### src/pqz_pkg.sv
// palette color quantizer: shared constants, state encoding and control structs
// used by pqz_div, pqz_dp, pqz_ctrl and the top level; depends on nothing
`default_nettype none
package pqz_pkg;

	localparam int PALETTE_DEPTH = 256;
	localparam int MAX_PIXELS    = 262144;

	localparam int PAL_AW   = $clog2(PALETTE_DEPTH);
	localparam int SCAN_W   = PAL_AW + 1;
	localparam int SCAN_NIB = (PALETTE_DEPTH < 16) ? PALETTE_DEPTH : 16;
	localparam int CNT_W    = $clog2(MAX_PIXELS + 1);
	localparam int TOTAL_W  = 29;
	localparam int DIFF_W   = 11;

	localparam logic [TOTAL_W-1:0] TOTAL_MAX = '1;
	localparam logic [DIFF_W-1:0]  DIFF_MAX  = '1;

	// floor(x / 65025) == (x * RECIP_M) >> RECIP_SH for x < 2^24
	localparam logic [24:0] RECIP_M  = 25'd16909061;
	localparam int          RECIP_SH = 40;

	localparam logic CMD_WRITE = 1'b0;
	localparam logic CMD_MATCH = 1'b1;
	localparam logic BPP_4     = 1'b0;
	localparam logic BPP_8     = 1'b1;

	typedef enum logic [2:0] {
		ST_IDLE,
		ST_SCAN,
		ST_DRAIN,
		ST_COMMIT,
		ST_DIV,
		ST_OUT
	} state_t;

	typedef struct packed {
		logic start_pixel;
		logic write_pal;
		logic issue;
		logic commit;
		logic out_load;
	} dp_cmd_t;

	typedef struct packed {
		logic issue_last;
		logic pipe_busy;
		logic div_busy;
		logic last;
	} dp_stat_t;

endpackage
`default_nettype wire

### src/pqz_ctrl.sv
// controller: sequences accept, palette scan, commit, mean division and result hand-off
// depends on pqz_pkg
`default_nettype none
module pqz_ctrl import pqz_pkg::*; (
	input  wire logic     clk,
	input  wire logic     arst_n,
	input  wire logic     in_valid,
	input  wire logic     cmd,
	input  wire logic     out_stall,
	input  wire dp_stat_t stat,
	output logic          in_stall,
	output logic          out_valid,
	output dp_cmd_t       ctl
);

	state_t state_q, state_nx;
	logic   out_valid_q;

	always_ff @(posedge clk or negedge arst_n) begin
		if (!arst_n) begin
			state_q <= ST_IDLE;
		end else begin
			state_q <= state_nx;
		end
	end

	always_comb begin
		state_nx = state_q;
		ctl      = '0;
		in_stall = 1'b1;
		unique case (state_q)
			ST_IDLE: begin
				in_stall = 1'b0;
				if (in_valid) begin
					if (cmd == CMD_MATCH) begin
						ctl.start_pixel = 1'b1;
						state_nx        = ST_SCAN;
					end else begin
						ctl.write_pal = 1'b1;
					end
				end
			end
			ST_SCAN: begin
				ctl.issue = 1'b1;
				if (stat.issue_last) begin
					state_nx = ST_DRAIN;
				end
			end
			ST_DRAIN: begin
				if (!stat.pipe_busy) begin
					state_nx = ST_COMMIT;
				end
			end
			ST_COMMIT: begin
				ctl.commit = 1'b1;
				state_nx   = stat.last ? ST_DIV : ST_OUT;
			end
			ST_DIV: begin
				if (!stat.div_busy) begin
					state_nx = ST_OUT;
				end
			end
			ST_OUT: begin
				if (!out_valid_q || !out_stall) begin
					ctl.out_load = 1'b1;
					state_nx     = ST_IDLE;
				end
			end
			default: begin
				state_nx = ST_IDLE;
			end
		endcase
	end

	always_ff @(posedge clk or negedge arst_n) begin
		if (!arst_n) begin
			out_valid_q <= 1'b0;
		end else if (ctl.out_load) begin
			out_valid_q <= 1'b1;
		end else if (!out_stall) begin
			out_valid_q <= 1'b0;
		end
	end

	assign out_valid = out_valid_q;

endmodule
`default_nettype wire

### config.mk
export PLATFORM = sky130hd
export DESIGN_NAME = pqz_ctrl
export DESIGN_NICKNAME = d
export VERILOG_FILES = /design/src/pqz_pkg.sv /design/src/pqz_ctrl.sv
export SDC_FILE = /design/constraint.sdc
export NUM_CORES = 1
export LEC_CHECK = 0
export BUFFER_PORTS_ARGS = -buffer_cell sky130_fd_sc_hd__clkbuf_2
export CORE_AREA = 3 3 40 42
export CTS_CLUSTER_DIAMETER = 120
export DETAILED_ROUTE_END_ITERATION = 10
export DIE_AREA = 0 0 43 45
export GPL_TIMING_DRIVEN = 0
export PLACE_DENSITY = 0.46
export SYNTH_ARGS = -nofsm -noshare
export SYNTH_HDL_FRONTEND = slang
export SYNTH_SLANG_ARGS = --single-unit
### constraint.sdc
create_clock -name clk -period 2.1 [get_ports clk]
set_input_delay 0.525 -clock clk [delete_from_list [all_inputs] [get_ports clk]]
set_output_delay 0.525 -clock clk [all_outputs]
set_load 0.005 [all_outputs]
==> results of run 1 <==
worst paths after layout:
check                           start    endpoint  slack, ns  cells past startpoint
hold reg to reg             out_valid   out_valid       0.55                      2
hold / removal                 arst_n   out_valid        0.1                      1
setup / recovery           state_q[0]      ctl[4]       0.37                      4
setup reg to reg           state_q[2]  state_q[0]       1.01                      4
min in group clk            out_valid   out_valid       0.55                      2
max in group asynchronous      arst_n  state_q[0]       1.88                      1
power by group through the flow:
stage / logic (mW) / clock network, mW / registers, mW
floorplan: 0.169 / 0 / 0.126
global placement: 0.249 / 0 / 0.131
detailed placement: 0.246 / 0 / 0.130
CTS: 0.247 / 0.0957 / 0.130
global route: 0.278 / 0.0962 / 0.134
finish: 0.242 / 0.0899 / 0.129
cell type report:
cell class	instances	area [µm²]
inverters	2	7.51
well taps	15	18.8
clock buffers	3	22.5
flip-flops and latches	4	100
repair buffers	15	75.1
plain buffers	2	15.0
fillers	150	898
multi-input cells	27	148
routing by layer:
metal  track usage, %  share of wire (%)
met3             1.59                9.7
met4             5.42                  0
met5                0                  0
met2             9.28                 43
met1             9.25                 47
stage by stage:
step	setup WS [ns]	util [%]	cell area [µm²]	instances	power (mW)
5_1_grt	0.261	30.1	387	68	0.508
4_1_cts	0.338	30.1	387	68	0.472
2_1_floorplan	0.719	-	270	35	0.295
3_5_place_dp	0.586	28.3	364	65	0.377
3_3_place_gp	0.594	28.3	364	65	0.380
6_report	0.366	30.1	387	68	0.461
cell families after synthesis:
kind of cell           after synthesis
AOI/OAI and AO/OA                    8
buffers and inverters                4
and+or+nand+nor                     19
DFF                                  4
synthesized netlist by cell type:
cell type | count | area share [%]
a21oi_1 | 3 | 5.6
nor2b_1 | 4 | 9.3
nor2_1 | 4 | 5.6
dfrtp_1 | 4 | 37
inv_1 | 2 | 2.8
and3_1 | 1 | 2.3
a211oi_1 | 1 | 2.8
buf_4 | 2 | 5.6
nand2_1 | 7 | 9.7
nand2b_1 | 1 | 2.3
nand3b_1 | 1 | 2.8
a41o_1 | 1 | 3.7
a31o_1 | 1 | 3.2
o21ai_1 | 1 | 1.9
nor3_2 | 1 | 3.7
o21ai_0 | 1 | 1.9
state kept, by name (all words and copies together) (netlist names):
register   cells
state_q        3
out_valid      1
cells in the final DEF, fill, tap and decap left out, types with 2 or more instances in the layout:
cell	synthesis	routed
nand2_1	7	7
buf_4	2	2
a21oi_1	3	3
dfrtp_1	4	4
clkbuf_2	0	15
nor2_1	4	4
nor2b_1	4	4
inv_1	2	2
clkbuf_4	0	3
critical path, delay by kind of cell, from the launching register on:
family / cells / cell delay [ns]
AND/OR/NAND/NOR: 2 / 0.38
buffers and inverters: 2 / 0.26
flip-flops: 1 / 0.35
==> results.py, run 1 <==
metrics = {
    "synth": {
        "synth_area_um2": 270,
        "synthAdderAreaFrac_pct": 0,
        "postSynthAreaPerCell_um2": 7.72,
        "synthDistinctLibCells": 16,
        "synth.area.mux_share_pct": 0,
        "synth_compound_area_share_pct": 19.0,
        "yosys_register_bits": 4,
        "ys_warn_count": 0,
        "synthSimpleGateAreaFrac_pct": 35.6,
        "ys_seq_area_share_pct": 37.0,
        "synth_nets": 44,
        "synthCells": 35,
        "synth-xor-area-share_pct": 0,
        "synth_top_family_by_area": "simple AND/OR/NAND/NOR gates",
    },
    "clock_tree": {
        "cts_tree": "built",
        "clk_pin_slew_ns": 0.03,
        "cts_setup_buffers": 0,
        "cts_resized": 0,
        "cts_hold_buf": 0,
        "clock-sinks": 4,
        "cts_inserted_buffers": 3,
        "clk_latency_ns": 0.23,
        "cts_max_level": 1,
        "cts-root-buf": "clkbuf_4",
        "cts_buffer_depth": 2,
    },
    "die": {
        "die_w_um": 43,
        "row_count": 13,
        "start_util_pct": 21.0,
        "core_area_um2": 1280,
        "die_h_um": 45,
        "dieArea_um2": 1940,
        "pin_count": 16,
    },
    "setup_path": {
        "crit_chain": "buf_4 > nor3_2 > and3_1 > clkbuf_2",
        "end_kind": "primary output",
        "worstSetupStartpointType": "register",
        "slowest_delay_ns": 0.35,
        "worstSetupPathType": "reg2out",
        "cp.arrival_ns": 1.21,
        "crit_path_top_delay_cell": "dfrtp_1",
        "required_ns": 1.57,
        "path_max_fanout": 10,
    },
    "run": {
        "cap_viol_max_count": 0,
    },
    "sta": {
        "finalHoldViolCount": 0,
        "tns_ns": 0,
        "tightest_slew_ns": 0.212,
        "max_clock_freq_mhz": 577,
        "whs_ns": 0.0956,
        "finalCriticalPeriod_ns": 1.73,
        "rsz0062_at_grt": "no",
        "relSlewSlack_pct": 85.7,
        "finalMaxSlewViolations": 0,
        "setup-violations-final": 0,
        "finClkSkew_ns": 0.000636,
        "fin_crit_sh_pct": 82.6,
    },
    "detailed_routing": {
        "vias_per_cell": 4.10,
        "route.vias.total": 279,
        "wl_per_cell_um": 8.50,
        "dr.pass1.iters": 1,
        "routed_wl_um": 578,
        "drc_errors": 0,
        "drtIter0Drc": 0,
        "ant_nets": 0,
    },
    "power": {
        "leakagePower_nw": 0.215,
        "p_switching_mw": 0.171,
        "comb_power_share_pct": 52.4,
        "swShare_pct": 37.2,
        "power_frac_clock_pct": 19.5,
        "p_seq_share_pct": 28.1,
        "ir_drop_uv": 449,
        "internal_power_mw": 0.289,
        "power_density_nw_per_um2": 1190,
    },
    "global_routing": {
        "grt_pass1_vias": 248,
        "grt_max_degree": 11,
        "grt.overflow.total": 0,
        "grt_usage_pct": 6.85,
        "antenna_found_initial": 0,
        "grt_pass1_wl_um": 986,
    },
    "layout": {
        "antenna-diode-count": 0,
        "layout-drive-gt1-share_pct": 39.6,
        "area_growth_pct": 43.1,
        "nNetsFinal": 64,
    },
    "placed_design": {
        "io_buffers": 15,
        "place.gp.congestion": 0.608,
    },
    "status": {
        "status": "finished clean",
    },
    "min_path": {
        "hold_class": "in2async",
    },
}
Power figures use the tool's default switching activity.
==> inputs of run 2 (changes only) <==
- ABC_AREA: default -> 1
- PLACE_DENSITY: 0.46 -> 0.5
- clock period: 2.1 -> 1.45 ns (I/O delays scaled with it)
==> run 2 against run 1 <==
Effect of this change:
- the flow now finishes with violations (negative setup slack)
- total power is 130% higher
- count of clock-buffer cells in the layout stayed put
- area after synthesis is 9.3% higher
- critical endpoint is now ctl[0]
- combinational power grew to 2.8 times the previous value
- sequential power is 81% higher
==> results.py, run 2 <==
metrics = {
    "status": {
        "status": "complete, but fails checks",
        "violations": "negative setup slack",
    },
    "placed_design": {
        "place.gp.congestion": 0.666,
        "place_hpwl_um": 593,
        "placed_cells": 75,
        "io_buffers": 15,
    },
    "detailed_routing": {
        "drc_errors": 0,
        "dr.pass1.iters": 3,
        "drtIter0Drc": 6,
        "route.vias.total": 418,
        "vias_per_cell": 4.59,
        "wl_per_cell_um": 10.6,
        "routed_wl_um": 965,
        "ant_nets": 0,
    },
    "die": {
        "core_area_um2": 1280,
        "start_util_pct": 23.0,
        "row_count": 13,
        "die_h_um": 45,
        "dieArea_um2": 1940,
        "pin_count": 16,
        "die_w_um": 43,
    },
    "layout": {
        "stdcell_count": 91,
        "nNetsFinal": 87,
        "final_common_cell": "clkbuf_2",
        "antenna-diode-count": 0,
        "largest_register": "state_q",
        "area_growth_pct": 87.7,
        "mostFrequentLayoutCells": "14 x clkbuf_2, 12 x buf_4, 11 x nand2_1, 8 x nand3_1, 4 x inv_1",
        "largest_reg_flops": 3,
        "layout-drive-gt1-share_pct": 60.5,
        "final.fill_count": 138,
    },
    "clock_tree": {
        "clock-sinks": 4,
        "cts_buffer_depth": 2,
        "cts_inserted_buffers": 3,
        "cts-root-buf": "clkbuf_4",
        "clk_latency_ns": 0.23,
        "cts_tree": "built",
        "cts_max_level": 1,
        "clk_pin_slew_ns": 0.04,
    },
    "global_routing": {
        "grt_use_met3_pct": 5.98,
        "grt_util_met2_pct": 19.8,
        "grt_usage_pct": 11.3,
        "busiest_layer": "met2",
        "grt.overflow.total": 0,
        "antenna_found_initial": 0,
        "grt_max_degree": 7,
        "met1_usage_pct": 11.4,
        "grt_pass1_wl_um": 1570,
        "grt_pass1_vias": 389,
    },
    "power": {
        "leakagePower_nw": 0.318,
        "ir_drop_uv": 670,
        "comb_power_share_pct": 64.8,
        "internal_power_mw": 0.601,
        "swShare_pct": 42.6,
        "p_switching_mw": 0.447,
        "power_density_nw_per_um2": 1890,
        "finalPower_mw": 1.05,
        "p_seq_share_pct": 22.3,
        "power_frac_clock_pct": 12.9,
    },
    "sta": {
        "finalHoldViolCount": 0,
        "setup_ws_ns": -0.0633,
        "finClkSkew_ns": 0.00407,
        "fin_crit_sh_pct": 104,
        "whs_ns": 0.409,
        "setup-violations-final": 4,
        "tightest_slew_ns": 0.158,
        "rsz0062_at_grt": "yes",
        "finalCriticalPeriod_ns": 1.51,
        "relSlewSlack_pct": 89.4,
        "finalMaxSlewViolations": 0,
        "max_clock_freq_mhz": 661,
    },
    "synth": {
        "async_flop_share_pct": 100,
        "synth_nets": 54,
        "ys_seq_area_share_pct": 33.9,
        "synth_top_area_share_pct": 33.9,
        "postSynthAreaPerCell_um2": 6.56,
        "synth_top_cells_by_area": "dfrtp_1 34%, nand3_1 17%, nand2_1 15%",
        "synthDistinctLibCells": 14,
        "synthCells": 45,
        "synthTopCellsByCount": "12 x nand2_1, 10 x nand3_1, 5 x inv_1, 4 x dfrtp_1, 3 x inv_2",
        "ys_warn_count": 0,
        "synth_area_um2": 295,
        "yosys.area.top_type": "dfrtp_1",
        "yosysMostFrequentCell": "nand2_1",
        "yosys_register_bits": 4,
        "synthFlopType": "dfrtp_1",
        "synth_edf_count": 0,
    },
    "setup_path": {
        "path_max_fanout": 6,
        "worstSetupStartpointType": "register",
        "required_ns": 1.09,
        "worstSetupPathType": "reg2out",
        "end_kind": "primary output",
        "cp.arrival_ns": 1.15,
    },
    "run": {
        "cap_viol_max_count": 0,
    },
    "min_path": {
        "hold_class": "in2reg",
    },
}
run 2: per-layer routing:
metal | wire length, µm | up-vias
met1 | 374 | 198
met4 | 21 | 0
met5 | 0 | -
met2 | 527 | 9
li1 | - | 209
met3 | 41 | 2
run 2: worst max-delay path, cell delays in order, from the launching register on:
cell      delay (ns)
dfrtp_2         0.46
inv_2           0.12
nand3_2         0.11
a21oi_2         0.11
clkbuf_2        0.11
run 2: layout make-up:
type	instances	area (µm²)	share of cell area, %
Inverter	8	32.5	5.87
Timing Repair Buffer	28	175	31.6
Multi-Input combinational cell	33	201	36.3
Tap cell	15	18.8	3.39
Clock buffer	3	22.5	4.06
Sequential cell	4	104	18.7
run 2: final timing paths:
kind                       startpoint    endpoint  slack (ns)  cells after the start
max                        state_q[1]      ctl[0]       -0.06                      4
min                         out_stall   out_valid        0.41                      3
max reg2reg                state_q[2]  state_q[2]        0.12                      9
min reg2reg                 out_valid   out_valid        0.56                      2
max in group asynchronous      arst_n  state_q[0]        0.84                      2
min in group asynchronous      arst_n  state_q[2]        0.47                      2
run 2: repair_timing:
| action | in CTS | in global routing |
|---|---|---|
| setup endpoints to repair | 5 | 6 |
| pin swaps | 1 | 0 |
| hold buffers | 1 | 0 |
| resized for setup | 10 | 4 |
| setup buffers | 8 | 4 |
| hold endpoints to repair | 4 | 0 |
run 2: kinds of logic after synthesis:
family,share of synthesized area (%)
AOI/OAI and AO/OA,10.6
buffers and inverters,10.2
DFF,33.9
and+or+nand+nor,45.3
run 2: power groups by stage:
stage	registers, mW	logic, mW	clock network, mW
after global placement	0.216	0.402	0
after global routing	0.236	0.766	0.156
final	0.234	0.679	0.135
after floorplan	0.202	0.280	0
after detailed placement	0.214	0.398	0
after CTS	0.230	0.572	0.142
run 2: metrics by stage:
step / utilization [%] / setup WS, ns / instance area [µm²] / setup TNS (ns)
floorplan: - / 0.175 / 295 / 0
global placement: 30.3 / 0.0373 / 389 / 0
detailed placement: 30.3 / 0.0402 / 389 / 0
CTS: 40.0 / -0.0509 / 514 / -0.144
global route: 43.1 / -0.134 / 554 / -0.526
finish: 43.1 / -0.0633 / 554 / -0.157
==> inputs of run 3 (changes only) <==
==> constraint.sdc (replaced) <==
create_clock -name clk -period 1.45 [get_ports clk]
set_input_delay 0 -clock clk [delete_from_list [all_inputs] [get_ports clk]]
set_output_delay 0 -clock clk [all_outputs]
set_load 0.005 [all_outputs]
==> run 3 against run 2 <==
Effect of this change:
- the run now ends clean
- count of clock-buffer cells in the layout is the same
- cell count shrank 13%
- register-to-register slack gained 0.17 ns
- die area is the same
- largest cell class unchanged
- largest power group unchanged
==> results.py, run 3 (synthesis results as in run 2) <==
metrics = {
    "detailed_routing": {
        "maxUsedRoutingLayer": "met3",
        "route.vias.total": 346,
        "met1Wirelength_um": 325,
        "ant_nets": 0,
        "routed_wl_um": 695,
        "dr.pass1.iters": 3,
        "drtIter0Drc": 2,
        "wl_per_cell_um": 8.80,
        "drc_errors": 0,
        "dr_wl_met3_um": 39,
        "dr_wl_met2_um": 330,
        "vias_per_cell": 4.38,
    },
    "clock_tree": {
        "clk_pin_slew_ns": 0.04,
        "cts_inserted_buffers": 3,
        "clk_latency_ns": 0.23,
        "cts_buffer_depth": 2,
        "clock-sinks": 4,
        "cts_max_level": 1,
        "cts_tree": "built",
        "cts-root-buf": "clkbuf_4",
        "cts_resized": 0,
    },
    "run": {
        "cap_viol_max_count": 0,
    },
    "layout": {
        "mostFrequentLayoutCells": "15 x clkbuf_2, 12 x nand2_1, 10 x nand3_1, 5 x inv_1, 4 x dfrtp_1",
        "final_common_cell": "clkbuf_2",
        "layout-drive-gt1-share_pct": 37.5,
        "largest_reg_flops": 3,
        "nNetsFinal": 75,
        "area_growth_pct": 42.8,
        "regArea_um2": 100,
        "final.fill_count": 148,
        "multi_input_area_um2": 165,
        "fin_util_pct": 32.8,
        "stdcell_area_um2": 422,
        "largest_register": "state_q",
        "antenna-diode-count": 0,
    },
    "setup_path": {
        "end_kind": "primary output",
        "path_delay_family": "simple AND/OR/NAND/NOR gates",
        "path_max_fanout": 6,
        "crit_path_top_delay_cell": "dfrtp_1",
        "worstSetupPathType": "reg2out",
        "worstSetupStartpointType": "register",
        "required_ns": 1.45,
        "crit_chain": "nor2_1 > nand2_1 > nor3b_1 > clkbuf_2",
        "slowest_delay_ns": 0.43,
        "cp_num_buf_inv": 1,
        "cp.arrival_ns": 1.29,
    },
    "die": {
        "core_area_um2": 1280,
        "dieArea_um2": 1940,
        "row_count": 13,
        "die_h_um": 45,
        "die_w_um": 43,
        "pin_count": 16,
        "start_util_pct": 23.0,
    },
    "sta": {
        "tns_ns": 0,
        "finalMaxSlewViolations": 0,
        "rsz0062_at_grt": "no",
        "whs_ns": 0.0341,
        "finalCriticalPeriod_ns": 1.29,
        "finalHoldViolCount": 0,
        "fin_crit_sh_pct": 88.9,
        "relSlewSlack_pct": 86.9,
        "setup-violations-final": 0,
        "max_clock_freq_mhz": 776,
        "tightest_slew_ns": 0.197,
        "finClkSkew_ns": 0.00427,
    },
    "power": {
        "ir_drop_uv": 624,
        "comb_power_share_pct": 53.0,
        "internal_power_mw": 0.409,
        "swShare_pct": 44.8,
        "power_density_nw_per_um2": 1760,
        "p_switching_mw": 0.332,
        "leakagePower_nw": 0.259,
        "p_seq_share_pct": 28.8,
        "power_frac_clock_pct": 18.2,
    },
    "placed_design": {
        "placed_area_um2": 389,
        "place_hpwl_um": 593,
        "io_buffers": 15,
        "place.gp.congestion": 0.666,
    },
    "status": {
        "status": "finished clean",
    },
    "global_routing": {
        "grt.overflow.total": 0,
        "grt_max_degree": 9,
        "antenna_found_initial": 0,
        "grt_usage_pct": 8.52,
        "grt_pass1_wl_um": 1190,
        "grt_pass1_vias": 301,
    },
    "min_path": {
        "hold_class": "in2reg",
    },
}
-- run 3: per-layer routing --
layer	GRT usage [%]	vias up
met2	12.9	7
met5	0	-
met3	5.98	0
li1	-	186
met4	1.81	0
met1	9.98	153
-- run 3: worst register-to-register path, delay by kind of cell (launching register included) --
family	cells	cell delay [ns]
AO/OA/AOI/OAI	1	0.15
buffers and inverters	2	0.20
flip-flops	1	0.43
AND/OR/NAND/NOR	3	0.27
-- run 3: power by group through the flow --
stage / Clock, mW / Sequential (mW) / Combinational [mW]
2_1_floorplan: 0 / 0.202 / 0.280
3_3_place_gp: 0 / 0.216 / 0.402
3_5_place_dp: 0 / 0.214 / 0.398
4_1_cts: 0.142 / 0.213 / 0.401
5_1_grt: 0.156 / 0.221 / 0.464
6_report: 0.135 / 0.213 / 0.393
-- run 3: final timing paths --
| kind | depth (start not counted) | endpoint | slack (ns) | from |
|---|---|---|---|---|
| hold / removal | 3 | out_valid | 0.03 | out_stall |
| min in group asynchronous | 2 | state_q[2] | 0.11 | arst_n |
| setup / recovery | 4 | ctl[3] | 0.16 | state_q[1] |
| hold reg to reg | 2 | out_valid | 0.54 | out_valid |
| setup reg to reg | 6 | state_q[0] | 0.29 | state_q[2] |
| max in group asynchronous | 2 | out_valid | 1.21 | arst_n |
-- run 3: final cells by class --
cell class,instances,area share [%]
clock buffers,3,5.34
inverters,8,7.12
well taps,15,4.45
multi-input cells,33,39.2
flip-flops and latches,4,23.7
repair buffers,16,20.2
-- run 3: stage by stage --
step	cells	total power, mW	worst slack (ns)
3_3_place_gp	75	0.618	0.264
3_5_place_dp	75	0.612	0.283
2_1_floorplan	45	0.482	0.405
4_1_cts	79	0.755	0.141
5_1_grt	79	0.841	0.0424
6_report	79	0.741	0.161
-- run 3: repair_timing --
| action | CTS | global route |
|---|---|---|
| buffers inserted | 0 | 0 |
| hold buffers | 1 | 0 |
| endpoints found under the setup margin | 0 | 0 |
| endpoints found under the hold margin | 4 | 0 |
